**src/design/gbcm_pkg.sv**
```systemverilog
// Shared types and constants for the GOST 28147-89 cipher engine.
package gbcm_pkg;

	localparam int unsigned KEY_WORDS = 8;
	localparam int unsigned SBOX_ROWS = 8;

	localparam logic [31:0] GAMMA_STEP_LOW  = 32'h0101_0101;
	localparam logic [31:0] GAMMA_STEP_HIGH = 32'h0101_0104;
	localparam int unsigned ROTATE_BITS = 11;

	typedef logic [KEY_WORDS-1:0][31:0] key_words_t;
	typedef logic [SBOX_ROWS-1:0][63:0] sbox_t;

	typedef enum logic [1:0] {
		OP_SYNC = 2'd0,
		OP_DATA = 2'd1,
		OP_ROW  = 2'd2,
		OP_NONE = 2'd3
	} op_t;

	typedef enum logic [2:0] {
		MODE_ECB_ENC = 3'd0,
		MODE_ECB_DEC = 3'd1,
		MODE_CTR     = 3'd2,
		MODE_CFB_ENC = 3'd3,
		MODE_CFB_DEC = 3'd4,
		MODE_MAC     = 3'd5,
		MODE_RSVD6   = 3'd6,
		MODE_RSVD7   = 3'd7
	} mode_t;

	typedef enum logic [1:0] {
		RUN_ENC = 2'd0,
		RUN_DEC = 2'd1,
		RUN_MAC = 2'd2
	} run_kind_t;

	typedef enum logic [2:0] {
		REG_KEY01 = 3'd0,
		REG_KEY23 = 3'd1,
		REG_KEY45 = 3'd2,
		REG_KEY67 = 3'd3,
		REG_MODE  = 3'd4
	} reg_idx_t;

	// Control into the round sequencer.
	typedef struct packed {
		logic      start;
		run_kind_t kind;
	} core_ctl_t;

endpackage

```
**src/design/gost_block_cipher_modes.sv**
```systemverilog
// Top level of the GOST 28147-89 cipher engine with its six block modes.
//
// Usage:
//   Input channel (in_valid / in_ready) carries one item per transfer: op,
//   payload, row_index, byte_count, last. A sync load or a substitution row
//   load completes in the transfer cycle and gives no result. A data block
//   gives exactly one result on the output channel (out_valid / out_ready).
//   Rounds: a full-cipher block takes 32 rounds on one shared round unit,
//   one round per cycle, plus a handoff between states; a MAC block
//   takes 16 rounds; the first counter block of a message takes 64 rounds
//   (the sync value is encrypted once before the counter starts). Short ECB
//   blocks and undefined modes skip the rounds and go straight to holding.
//   A new block is taken only once the last has left its holding register, as in_ready is
//   high only while the sequencer is idle; chaining keeps blocks apart.
//   The result register decouples the sides: a held result waits while the
//   next block is taken and ciphered; a finished block then waits in its
//   holding register until the receiver frees the output.
//   Reset clears keys, mode, chaining value, and sets start of message.
//   Substitution rows hold nothing useful until written. Keys and mode are
//   written through the APB port at byte address 8 * index.
module gost_block_cipher_modes (
	input  logic        clk,
	input  logic        arst_n,
	// configuration port
	input  logic        psel,
	input  logic        penable,
	input  logic        pwrite,
	input  logic [5:0]  paddr,
	input  logic [63:0] pwdata,
	output logic [63:0] prdata,
	output logic        pready,
	// input channel
	input  logic        in_valid,
	output logic        in_ready,
	input  logic [1:0]  op,
	input  logic [63:0] payload,
	input  logic [2:0]  row_index,
	input  logic [3:0]  byte_count,
	input  logic        last,
	// output channel
	output logic        out_valid,
	input  logic        out_ready,
	output logic [63:0] data_out,
	output logic [31:0] mac_value,
	output logic [3:0]  valid_bytes,
	output logic        final_block,
	output logic        length_error
);

	typedef enum logic [1:0] {
		ST_IDLE,
		ST_RUN1,
		ST_RUN2,
		ST_HOLD
	} state_t;

	state_t state_q;

	// Configuration registers.
	logic [3:0][63:0]        key_q;
	gbcm_pkg::mode_t         mode_cfg_q;
	gbcm_pkg::key_words_t    keys;
	gbcm_pkg::reg_idx_t      reg_idx;
	logic                    cfg_wr;

	// Block state.
	gbcm_pkg::sbox_t         sbox_q;
	logic [63:0]             cv_q;
	logic                    msg_start_q;

	// Current block.
	logic [63:0]             blk_q;
	logic [63:0]             mask_q;
	logic [3:0]              cnt_q;
	logic                    last_q;
	gbcm_pkg::mode_t         mode_q;

	// Holding and output registers.
	logic [63:0]             hold_data_q;
	logic [31:0]             hold_mac_q;
	logic                    hold_err_q;
	logic                    out_valid_q;
	logic [63:0]             data_out_q;
	logic [31:0]             mac_out_q;
	logic [3:0]              vb_out_q;
	logic                    fb_out_q;
	logic                    err_out_q;

	// Round sequencer hookup.
	gbcm_pkg::core_ctl_t     core_ctl;
	logic [63:0]             core_din;
	logic                    core_done;
	logic [63:0]             core_dout;

	logic                    in_xfer;
	logic                    data_xfer;
	gbcm_pkg::op_t           op_in;
	gbcm_pkg::mode_t         mode_cur;
	logic [3:0]              cnt_sat;
	logic [63:0]             mask_in;
	logic [63:0]             blk_in;
	logic                    ecb_full;
	logic [63:0]             adv_in;
	logic [63:0]             adv_out;
	logic [32:0]             hi_sum;
	logic [31:0]             hi_red;
	logic [31:0]             hi_mod;
	logic [63:0]             gamma_res;
	logic                    out_free;

	// ---------------- configuration port ----------------
	assign pready  = 1'b1;
	assign reg_idx = gbcm_pkg::reg_idx_t'(paddr[5:3]);
	assign cfg_wr  = psel && penable && pwrite;

	always_comb begin
		for (int j = 0; j < 4; j++) begin
			keys[2*j]   = key_q[j][31:0];
			keys[2*j+1] = key_q[j][63:32];
		end
	end

	always_comb begin
		unique case (reg_idx)
			gbcm_pkg::REG_KEY01: prdata = key_q[0];
			gbcm_pkg::REG_KEY23: prdata = key_q[1];
			gbcm_pkg::REG_KEY45: prdata = key_q[2];
			gbcm_pkg::REG_KEY67: prdata = key_q[3];
			gbcm_pkg::REG_MODE:  prdata = {61'd0, mode_cfg_q};
			default:             prdata = '0;
		endcase
	end

	always_ff @(posedge clk or negedge arst_n) begin
		if (!arst_n) begin
			key_q      <= '0;
			mode_cfg_q <= gbcm_pkg::MODE_ECB_ENC;
		end else if (cfg_wr) begin
			unique case (reg_idx)
				gbcm_pkg::REG_KEY01: key_q[0]   <= pwdata;
				gbcm_pkg::REG_KEY23: key_q[1]   <= pwdata;
				gbcm_pkg::REG_KEY45: key_q[2]   <= pwdata;
				gbcm_pkg::REG_KEY67: key_q[3]   <= pwdata;
				gbcm_pkg::REG_MODE:  mode_cfg_q <= gbcm_pkg::mode_t'(pwdata[2:0]);
				default: ;
			endcase
		end
	end

	// ---------------- input decode ----------------
	assign in_ready  = (state_q == ST_IDLE);
	assign in_xfer   = in_valid && in_ready;
	assign op_in     = gbcm_pkg::op_t'(op);
	assign data_xfer = in_xfer && (op_in == gbcm_pkg::OP_DATA);
	assign mode_cur  = mode_cfg_q;

	// Clamp the count to eight and keep only the valid low bytes.
	assign cnt_sat = (byte_count > 4'd8) ? 4'd8 : byte_count;
	always_comb begin
		for (int b = 0; b < 8; b++) begin
			mask_in[8*b +: 8] = (4'(b) < cnt_sat) ? 8'hFF : 8'h00;
		end
	end
	assign blk_in   = payload & mask_in;
	assign ecb_full = (cnt_sat == 4'd8);

	// Counter step: low half mod 2^32, high half mod 2^32-1 kept in 1..2^32-1.
	assign adv_in = (state_q == ST_RUN1) ? core_dout : cv_q;
	assign hi_sum = {1'b0, adv_in[63:32]} + {1'b0, gbcm_pkg::GAMMA_STEP_HIGH - 32'd1};
	assign hi_red = hi_sum[31:0] + {31'd0, hi_sum[32]};
	assign hi_mod = (hi_red == 32'hFFFF_FFFF) ? 32'd0 : hi_red;
	assign adv_out = {hi_mod + 32'd1, adv_in[31:0] + gbcm_pkg::GAMMA_STEP_LOW};

	// Pick the cipher run to launch on a transfer or after the counter's first encrypt.
	always_comb begin
		core_ctl.start = 1'b0;
		core_ctl.kind  = gbcm_pkg::RUN_ENC;
		core_din       = cv_q;
		if (state_q == ST_RUN1) begin
			core_ctl.start = core_done;
			core_din       = adv_out;
		end else if (data_xfer) begin
			case (mode_cur)
				gbcm_pkg::MODE_ECB_ENC: begin
					core_ctl.start = ecb_full;
					core_din       = blk_in;
				end
				gbcm_pkg::MODE_ECB_DEC: begin
					core_ctl.start = ecb_full;
					core_ctl.kind  = gbcm_pkg::RUN_DEC;
					core_din       = blk_in;
				end
				gbcm_pkg::MODE_CTR: begin
					core_ctl.start = 1'b1;
					core_din       = msg_start_q ? cv_q : adv_out;
				end
				gbcm_pkg::MODE_CFB_ENC, gbcm_pkg::MODE_CFB_DEC: begin
					core_ctl.start = 1'b1;
					core_din       = cv_q;
				end
				gbcm_pkg::MODE_MAC: begin
					core_ctl.start = 1'b1;
					core_ctl.kind  = gbcm_pkg::RUN_MAC;
					core_din       = (msg_start_q ? 64'd0 : cv_q) ^ blk_in;
				end
				default: ;
			endcase
		end
	end

	gbcm_core u_core (
		.clk    (clk),
		.arst_n (arst_n),
		.ctl    (core_ctl),
		.din    (core_din),
		.keys   (keys),
		.sbox   (sbox_q),
		.done   (core_done),
		.dout   (core_dout)
	);

	assign gamma_res = (blk_q ^ core_dout) & mask_q;
	assign out_free  = !out_valid_q || out_ready;

	// ---------------- sequencer and state ----------------
	always_ff @(posedge clk or negedge arst_n) begin
		if (!arst_n) begin
			state_q     <= ST_IDLE;
			cv_q        <= '0;
			msg_start_q <= 1'b1;
			out_valid_q <= 1'b0;
		end else begin
			// Raise valid as the held block moves out; drop it once the receiver takes it.
			if (state_q == ST_HOLD && out_free) begin
				out_valid_q <= 1'b1;
			end else if (out_valid_q && out_ready) begin
				out_valid_q <= 1'b0;
			end
			unique case (state_q)
				ST_IDLE: begin
					if (in_xfer) begin
						case (op_in)
							gbcm_pkg::OP_SYNC: begin
								cv_q        <= payload;
								msg_start_q <= 1'b1;
							end
							gbcm_pkg::OP_DATA: begin
								msg_start_q <= last;
								if (mode_cur == gbcm_pkg::MODE_CTR && !msg_start_q) begin
									cv_q <= adv_out;
								end
								if (!core_ctl.start) begin
									state_q <= ST_HOLD;
								end else if (mode_cur == gbcm_pkg::MODE_CTR && msg_start_q) begin
									state_q <= ST_RUN1;
								end else begin
									state_q <= ST_RUN2;
								end
							end
							default: ;
						endcase
					end
				end
				ST_RUN1: begin
					// Encrypted sync value becomes the counter; advance it and run again.
					if (core_done) begin
						cv_q    <= adv_out;
						state_q <= ST_RUN2;
					end
				end
				ST_RUN2: begin
					if (core_done) begin
						case (mode_q)
							gbcm_pkg::MODE_CFB_ENC: begin
								if (!last_q) cv_q <= gamma_res;
							end
							gbcm_pkg::MODE_CFB_DEC: begin
								if (!last_q) cv_q <= blk_q;
							end
							gbcm_pkg::MODE_MAC: cv_q <= core_dout;
							default: ;
						endcase
						state_q <= ST_HOLD;
					end
				end
				ST_HOLD: begin
					if (out_free) begin
						state_q <= ST_IDLE;
					end
				end
				default: state_q <= ST_IDLE;
			endcase
		end
	end

	// Payload registers: block fields, substitution rows, holding and output data.
	always_ff @(posedge clk) begin
		if (in_xfer && op_in == gbcm_pkg::OP_ROW) begin
			sbox_q[row_index] <= payload;
		end
		if (data_xfer) begin
			blk_q       <= blk_in;
			mask_q      <= mask_in;
			cnt_q       <= byte_count;
			last_q      <= last;
			mode_q      <= mode_cur;
			// Blocks that skip the rounds are settled here.
			hold_data_q <= blk_in;
			hold_mac_q  <= '0;
			hold_err_q  <= (mode_cur == gbcm_pkg::MODE_ECB_ENC ||
				mode_cur == gbcm_pkg::MODE_ECB_DEC) && !ecb_full;
		end
		if (state_q == ST_RUN2 && core_done) begin
			case (mode_q)
				gbcm_pkg::MODE_ECB_ENC, gbcm_pkg::MODE_ECB_DEC: hold_data_q <= core_dout;
				gbcm_pkg::MODE_CTR, gbcm_pkg::MODE_CFB_ENC,
				gbcm_pkg::MODE_CFB_DEC: hold_data_q <= gamma_res;
				gbcm_pkg::MODE_MAC: begin
					hold_data_q <= blk_q;
					hold_mac_q  <= last_q ? core_dout[31:0] : 32'd0;
				end
				default: ;
			endcase
		end
		if (state_q == ST_HOLD && out_free) begin
			data_out_q <= hold_data_q;
			mac_out_q  <= hold_mac_q;
			vb_out_q   <= cnt_q;
			fb_out_q   <= last_q;
			err_out_q  <= hold_err_q;
		end
	end

	assign out_valid    = out_valid_q;
	assign data_out     = data_out_q;
	assign mac_value    = mac_out_q;
	assign valid_bytes  = vb_out_q;
	assign final_block  = fb_out_q;
	assign length_error = err_out_q;

endmodule

```
**src/design/gbcm_round.sv**
```systemverilog
// One Feistel round: key add, eight nibble substitutions, rotate, xor.
module gbcm_round (
	input  logic [63:0]     d,
	input  logic [31:0]     k,
	input  gbcm_pkg::sbox_t sbox,
	output logic [63:0]     q
);

	logic [31:0] lo;
	logic [31:0] hi;
	logic [31:0] sum;
	logic [31:0] sub;
	logic [31:0] rot;

	assign lo  = d[31:0];
	assign hi  = d[63:32];
	assign sum = lo + k;

	always_comb begin
		for (int i = 0; i < 8; i++) begin
			sub[4*i +: 4] = sbox[i][4*sum[4*i +: 4] +: 4];
		end
	end

	assign rot = {sub[31-gbcm_pkg::ROTATE_BITS:0], sub[31:32-gbcm_pkg::ROTATE_BITS]};
	assign q   = {lo, rot ^ hi};

endmodule

```
**src/design/gbcm_core.sv**
```systemverilog
// Round sequencer: runs the shared round unit 32 or 16 times per block.
module gbcm_core (
	input  logic                   clk,
	input  logic                   arst_n,
	input  gbcm_pkg::core_ctl_t    ctl,
	input  logic [63:0]            din,
	input  gbcm_pkg::key_words_t   keys,
	input  gbcm_pkg::sbox_t        sbox,
	output logic                   done,
	output logic [63:0]            dout
);

	logic [63:0]         data_q;
	logic [4:0]          rnd_q;
	logic                busy_q;
	logic                done_q;
	gbcm_pkg::run_kind_t kind_q;
	logic [2:0]          kidx;
	logic [4:0]          last_rnd;
	logic [63:0]         rnd_out;

	// Key order: encrypt 0..7 three times then 7..0; decrypt the reverse.
	always_comb begin
		unique case (kind_q)
			gbcm_pkg::RUN_ENC: kidx = (rnd_q[4:3] == 2'b11) ? ~rnd_q[2:0] : rnd_q[2:0];
			gbcm_pkg::RUN_DEC: kidx = (rnd_q[4:3] == 2'b00) ? rnd_q[2:0] : ~rnd_q[2:0];
			default:           kidx = rnd_q[2:0];
		endcase
	end

	assign last_rnd = (kind_q == gbcm_pkg::RUN_MAC) ? 5'd15 : 5'd31;

	gbcm_round u_round (
		.d    (data_q),
		.k    (keys[kidx]),
		.sbox (sbox),
		.q    (rnd_out)
	);

	always_ff @(posedge clk or negedge arst_n) begin
		if (!arst_n) begin
			busy_q <= 1'b0;
			done_q <= 1'b0;
			rnd_q  <= '0;
			kind_q <= gbcm_pkg::RUN_ENC;
		end else begin
			done_q <= 1'b0;
			if (ctl.start) begin
				busy_q <= 1'b1;
				rnd_q  <= '0;
				kind_q <= ctl.kind;
			end else if (busy_q) begin
				rnd_q <= rnd_q + 5'd1;
				if (rnd_q == last_rnd) begin
					busy_q <= 1'b0;
					done_q <= 1'b1;
				end
			end
		end
	end

	always_ff @(posedge clk) begin
		if (ctl.start) begin
			data_q <= din;
		end else if (busy_q) begin
			data_q <= rnd_out;
		end
	end

	assign done = done_q;
	// The full cipher ends with a half swap; the MAC rounds do not.
	assign dout = (kind_q == gbcm_pkg::RUN_MAC) ? data_q : {data_q[31:0], data_q[63:32]};

endmodule

```
**config.mk**
```make
export PLATFORM = sky130hd
export DESIGN_NAME = gost_block_cipher_modes
export DESIGN_NICKNAME = d
export VERILOG_FILES = /design/src/design/gbcm_pkg.sv /design/src/design/gost_block_cipher_modes.sv /design/src/design/gbcm_round.sv /design/src/design/gbcm_core.sv
export SDC_FILE = /design/constraint.sdc
export NUM_CORES = 2
export LEC_CHECK = 0
export ABC_CLOCK_PERIOD_IN_PS = 9600
export BUFFER_PORTS_ARGS = -buffer_cell sky130_fd_sc_hd__buf_2
export CAP_MARGIN = 10
export CORE_MARGIN = 4
export CORE_UTILIZATION = 46
export CTS_CLUSTER_SIZE = 10
export DETAILED_ROUTE_END_ITERATION = 6
export PLACE_DENSITY = 0.66
export SETUP_SLACK_MARGIN = 0.3
export SKIP_CTS_REPAIR_TIMING = 1
export SLEW_MARGIN = 10
export SYNTH_ARGS = -nofsm -noshare
export SYNTH_HDL_FRONTEND = slang
export SYNTH_SLANG_ARGS = --single-unit
```
**constraint.sdc**
```tcl
create_clock -name clk -period 9.6 [get_ports clk]
set_input_delay 1.44 -clock clk [delete_from_list [all_inputs] [get_ports clk]]
set_output_delay 1.44 -clock clk [all_outputs]
set_load 0.01 [all_outputs]
```
==> out/metrics.yaml <==
outcome: "finished, final reports clean"
critPathCaptureType: "flip-flop"
grt_pass1_vias: 48700
max_cap_viol_count: 0
synth_cells: 5709
die_x_um: 381
dp_hpwl_um: 161000
gp_congestion: 1.05
antenna_found_initial: 49
clkSlewWorstSetupHoldPaths_ns: 0.06
clockBufferDepth: 3
htree_levels: 4
cp.required_ns: 10.10
cp.arrival_ns: 9.33
yosysWarnings: 0
grt_max_degree: 148
worstSetupEndpoint: "u_core.data_q[60]$_DFFE_PP_"
drtPass1Iterations: 7
worst_pin_slew_ns: 1.36
insertion_delay_ns: 0.81
wl_met3_um: 35200
wl_met2_um: 101000
overflow: 0
route.detailed.drc: 0
crit_path_frequent_cell: "ha_1"
fmax_mhz: 113
r2r-start: "state_q[1]$_DFFE_PN0P_"
rsz0062_at_grt: "false"
fin_crit_sh_pct: 92.0
reg2regPathDepth: 37
grt.total_usage_pct: 32.3
hold_viol: 0
dieHeight_um: 381
m1WireLength_um: 87900
io_pins: 320
grt_pass1_wl_um: 345000
cp_slowest_stage_delay_ns: 0.47
max_slew_margin_pct: 8.64
critPathBufInv: 5
detailroute.via_count: 52500
async_flop_share_pct: 28.2
wl_per_cell_um: 30.6
cts_sinks: 1191
drtIter0Drc: 7777
period_minus_slack_ns: 8.83
setup_viol: 0
die-area_sq_um: 145000
ant_nets: 0
top_layer: "met5"
initial_core_util_pct: 46.4
crit_type: "reg2reg"
drive_above_1_share_pct: 21.3
synth_area_leaders: "edfxtp_1 36%, dfrtp_1 13%, mux4_2 6.9%, mux2_2 5.4%, a21oi_1 3.8%"
portBuffers: 315
final_cell_area_sq_um: 72500
r2r_slack_ns: 0.77
syn_nets: 5905
finalWirelength_um: 241000
critPathTopFamily: "simple AND/OR/NAND/NOR gates"
num_rows: 136
synth.largest_area_cell: "edfxtp_1"
cts_tree: "done"
synth_ff_type: "edfxtp_1"
syn_area_per_cell_sq_um: 11.2
ys_seq_area_share_pct: 51.8
nets: 6151
synthToLayoutAreaGrowth_pct: 13.3
crit_fanout: 23
cts_made_buffers: 144
slew_viol_final: 0
hp-class: "reg2reg"
clock_skew_ns: 0.0550
coreArea_sq_um: 138000
worst_setup_path_start_kind: "flip-flop"
syn-cell-area_sq_um: 64000
synth.top_cell.area_share_pct: 35.6
clock-root-buffer: "clkbuf_16"
num-fill-cells: 11800
fin_setup_tns_ns: 0
viasPerCell: 6.68
synth_cell_types: 102
crit_cells: 37
regToRegEndpoint: "u_core.data_q[60]$_DFFE_PP_"
dpl_cell_area_sq_um: 68000
crit_start: "state_q[1]$_DFFE_PN0P_"
synth_edf_count: 759
slowest_stage: "or3_1"
ys_ff_latch: 1191
-- synthesized netlist by cell type (19+ instances only) --
cell type,number
clkbuf_1,337
ha_1,44
a21o_1,34
mux2_2,307
mux2i_1,142
nor3_1,68
a22oi_1,25
nand4_1,19
a21oi_1,489
nand3_1,130
o21ai_0,470
and2_1,55
a22o_1,92
xor2_1,91
nand2b_1,37
mux4_2,197
o21a_1,45
nor2_1,415
dfrtp_1,335
a31oi_1,57
a221oi_1,80
nand2_1,561
a211oi_1,25
a221o_1,65
o211ai_1,53
inv_1,81
edfxtp_1,759
buf_1,44
nor2b_1,34
dfxtp_1,96
xnor2_1,124
o22ai_1,97
-- kinds of logic after synthesis --
family / Yosys count / share of synthesized area, %
compound gates: 1689 / 16.8
xor+xnor: 215 / 2.94
fa+ha+maj: 45 / 0.892
buf+inv: 487 / 2.98
flops: 1191 / 51.8
mux: 646 / 14.6
other cells: 1 / 0.00586
simple gates: 1435 / 10.1
-- cell type report --
cell class	count	area [sq um]	share of cell area (%)
diodes	26	65.1	0.0897
clock buffers	205	4000	5.51
clock inverters	24	334	0.461
inverters	84	320	0.442
multi-input cells	4031	29400	40.5
flip-flops and latches	1191	33100	45.7
well taps	1794	2240	3.10
repair buffers	503	3030	4.17
-- registers in the layout, summed over array words and instances, names as in the netlist, 2 cells and up --
register	count
key_q	256
sbox_q	512
mode_cfg_q	3
u_core.kind_q	2
mask_q	8
mac_value	32
state_q	2
hold_mac_q	32
data_out	64
hold_data_q	64
blk_q	64
cv_q	64
u_core.data_q	64
cnt_q	4
u_core.rnd_q	5
valid_bytes	4
mode_q	3
-- per-stage QoR --
stage	std cells	hold WS (ns)	util, %	setup WS (ns)
floorplan	5709	0.400	-	1.46
global placement	7601	0.403	49.4	0.962
detailed placement	7601	0.405	49.4	0.862
CTS	7830	0.384	52.5	0.811
global route	7844	0.423	52.6	0.197
finish	7858	0.407	52.6	0.766
-- worst min-delay path by stage --
stage | start | depth (start not counted) | endpoint | slack, ns
after detailed placement | cnt_q[1]$_DFFE_PP_ | 0 | valid_bytes[1]$_DFFE_PP_ | 0.40
after floorplan | hold_err_q$_DFFE_PP_ | 0 | length_error$_DFFE_PP_ | 0.40
after global routing | cnt_q[0]$_DFFE_PP_ | 0 | valid_bytes[0]$_DFFE_PP_ | 0.42
after CTS | cnt_q[1]$_DFFE_PP_ | 0 | valid_bytes[1]$_DFFE_PP_ | 0.38
after global placement | cnt_q[3]$_DFFE_PP_ | 0 | valid_bytes[3]$_DFFE_PP_ | 0.40
final | cnt_q[1]$_DFFE_PP_ | 0 | valid_bytes[1]$_DFFE_PP_ | 0.41
-- per-layer routing --
layer / up-vias / GRT usage, %
met5: - / 0.463
met4: 16 / 17.9
met3: 833 / 12.2
met2: 3746 / 46.1
met1: 25700 / 42.2
li1: 22300 / -
-- layout by cell type, fill, tap and decap left out, types with 40 or more instances in the layout --
| cell | instances |
|---|---|
| a221oi_1 | 79 |
| o211ai_1 | 53 |
| o21ai_0 | 469 |
| mux4_2 | 197 |
| nand3_1 | 128 |
| clkbuf_1 | 49 |
| ha_1 | 40 |
| a221o_1 | 65 |
| o21a_1 | 45 |
| buf_4 | 185 |
| dfxtp_1 | 96 |
| nor2_1 | 405 |
| xor2_1 | 82 |
| a21oi_1 | 488 |
| a31oi_1 | 56 |
| edfxtp_1 | 759 |
| mux2_2 | 307 |
| nand2_1 | 557 |
| dfrtp_1 | 335 |
| xnor2_1 | 118 |
| and2_1 | 51 |
| o22ai_1 | 97 |
| a22o_1 | 92 |
| mux2i_1 | 141 |
| nor3_1 | 65 |
| clkbuf_16 | 148 |
| buf_2 | 314 |
| inv_1 | 78 |
Power is left out: the tool's default activity adds up to more than one toggle a clock period on the data nets, which glitch-free logic cannot reach.
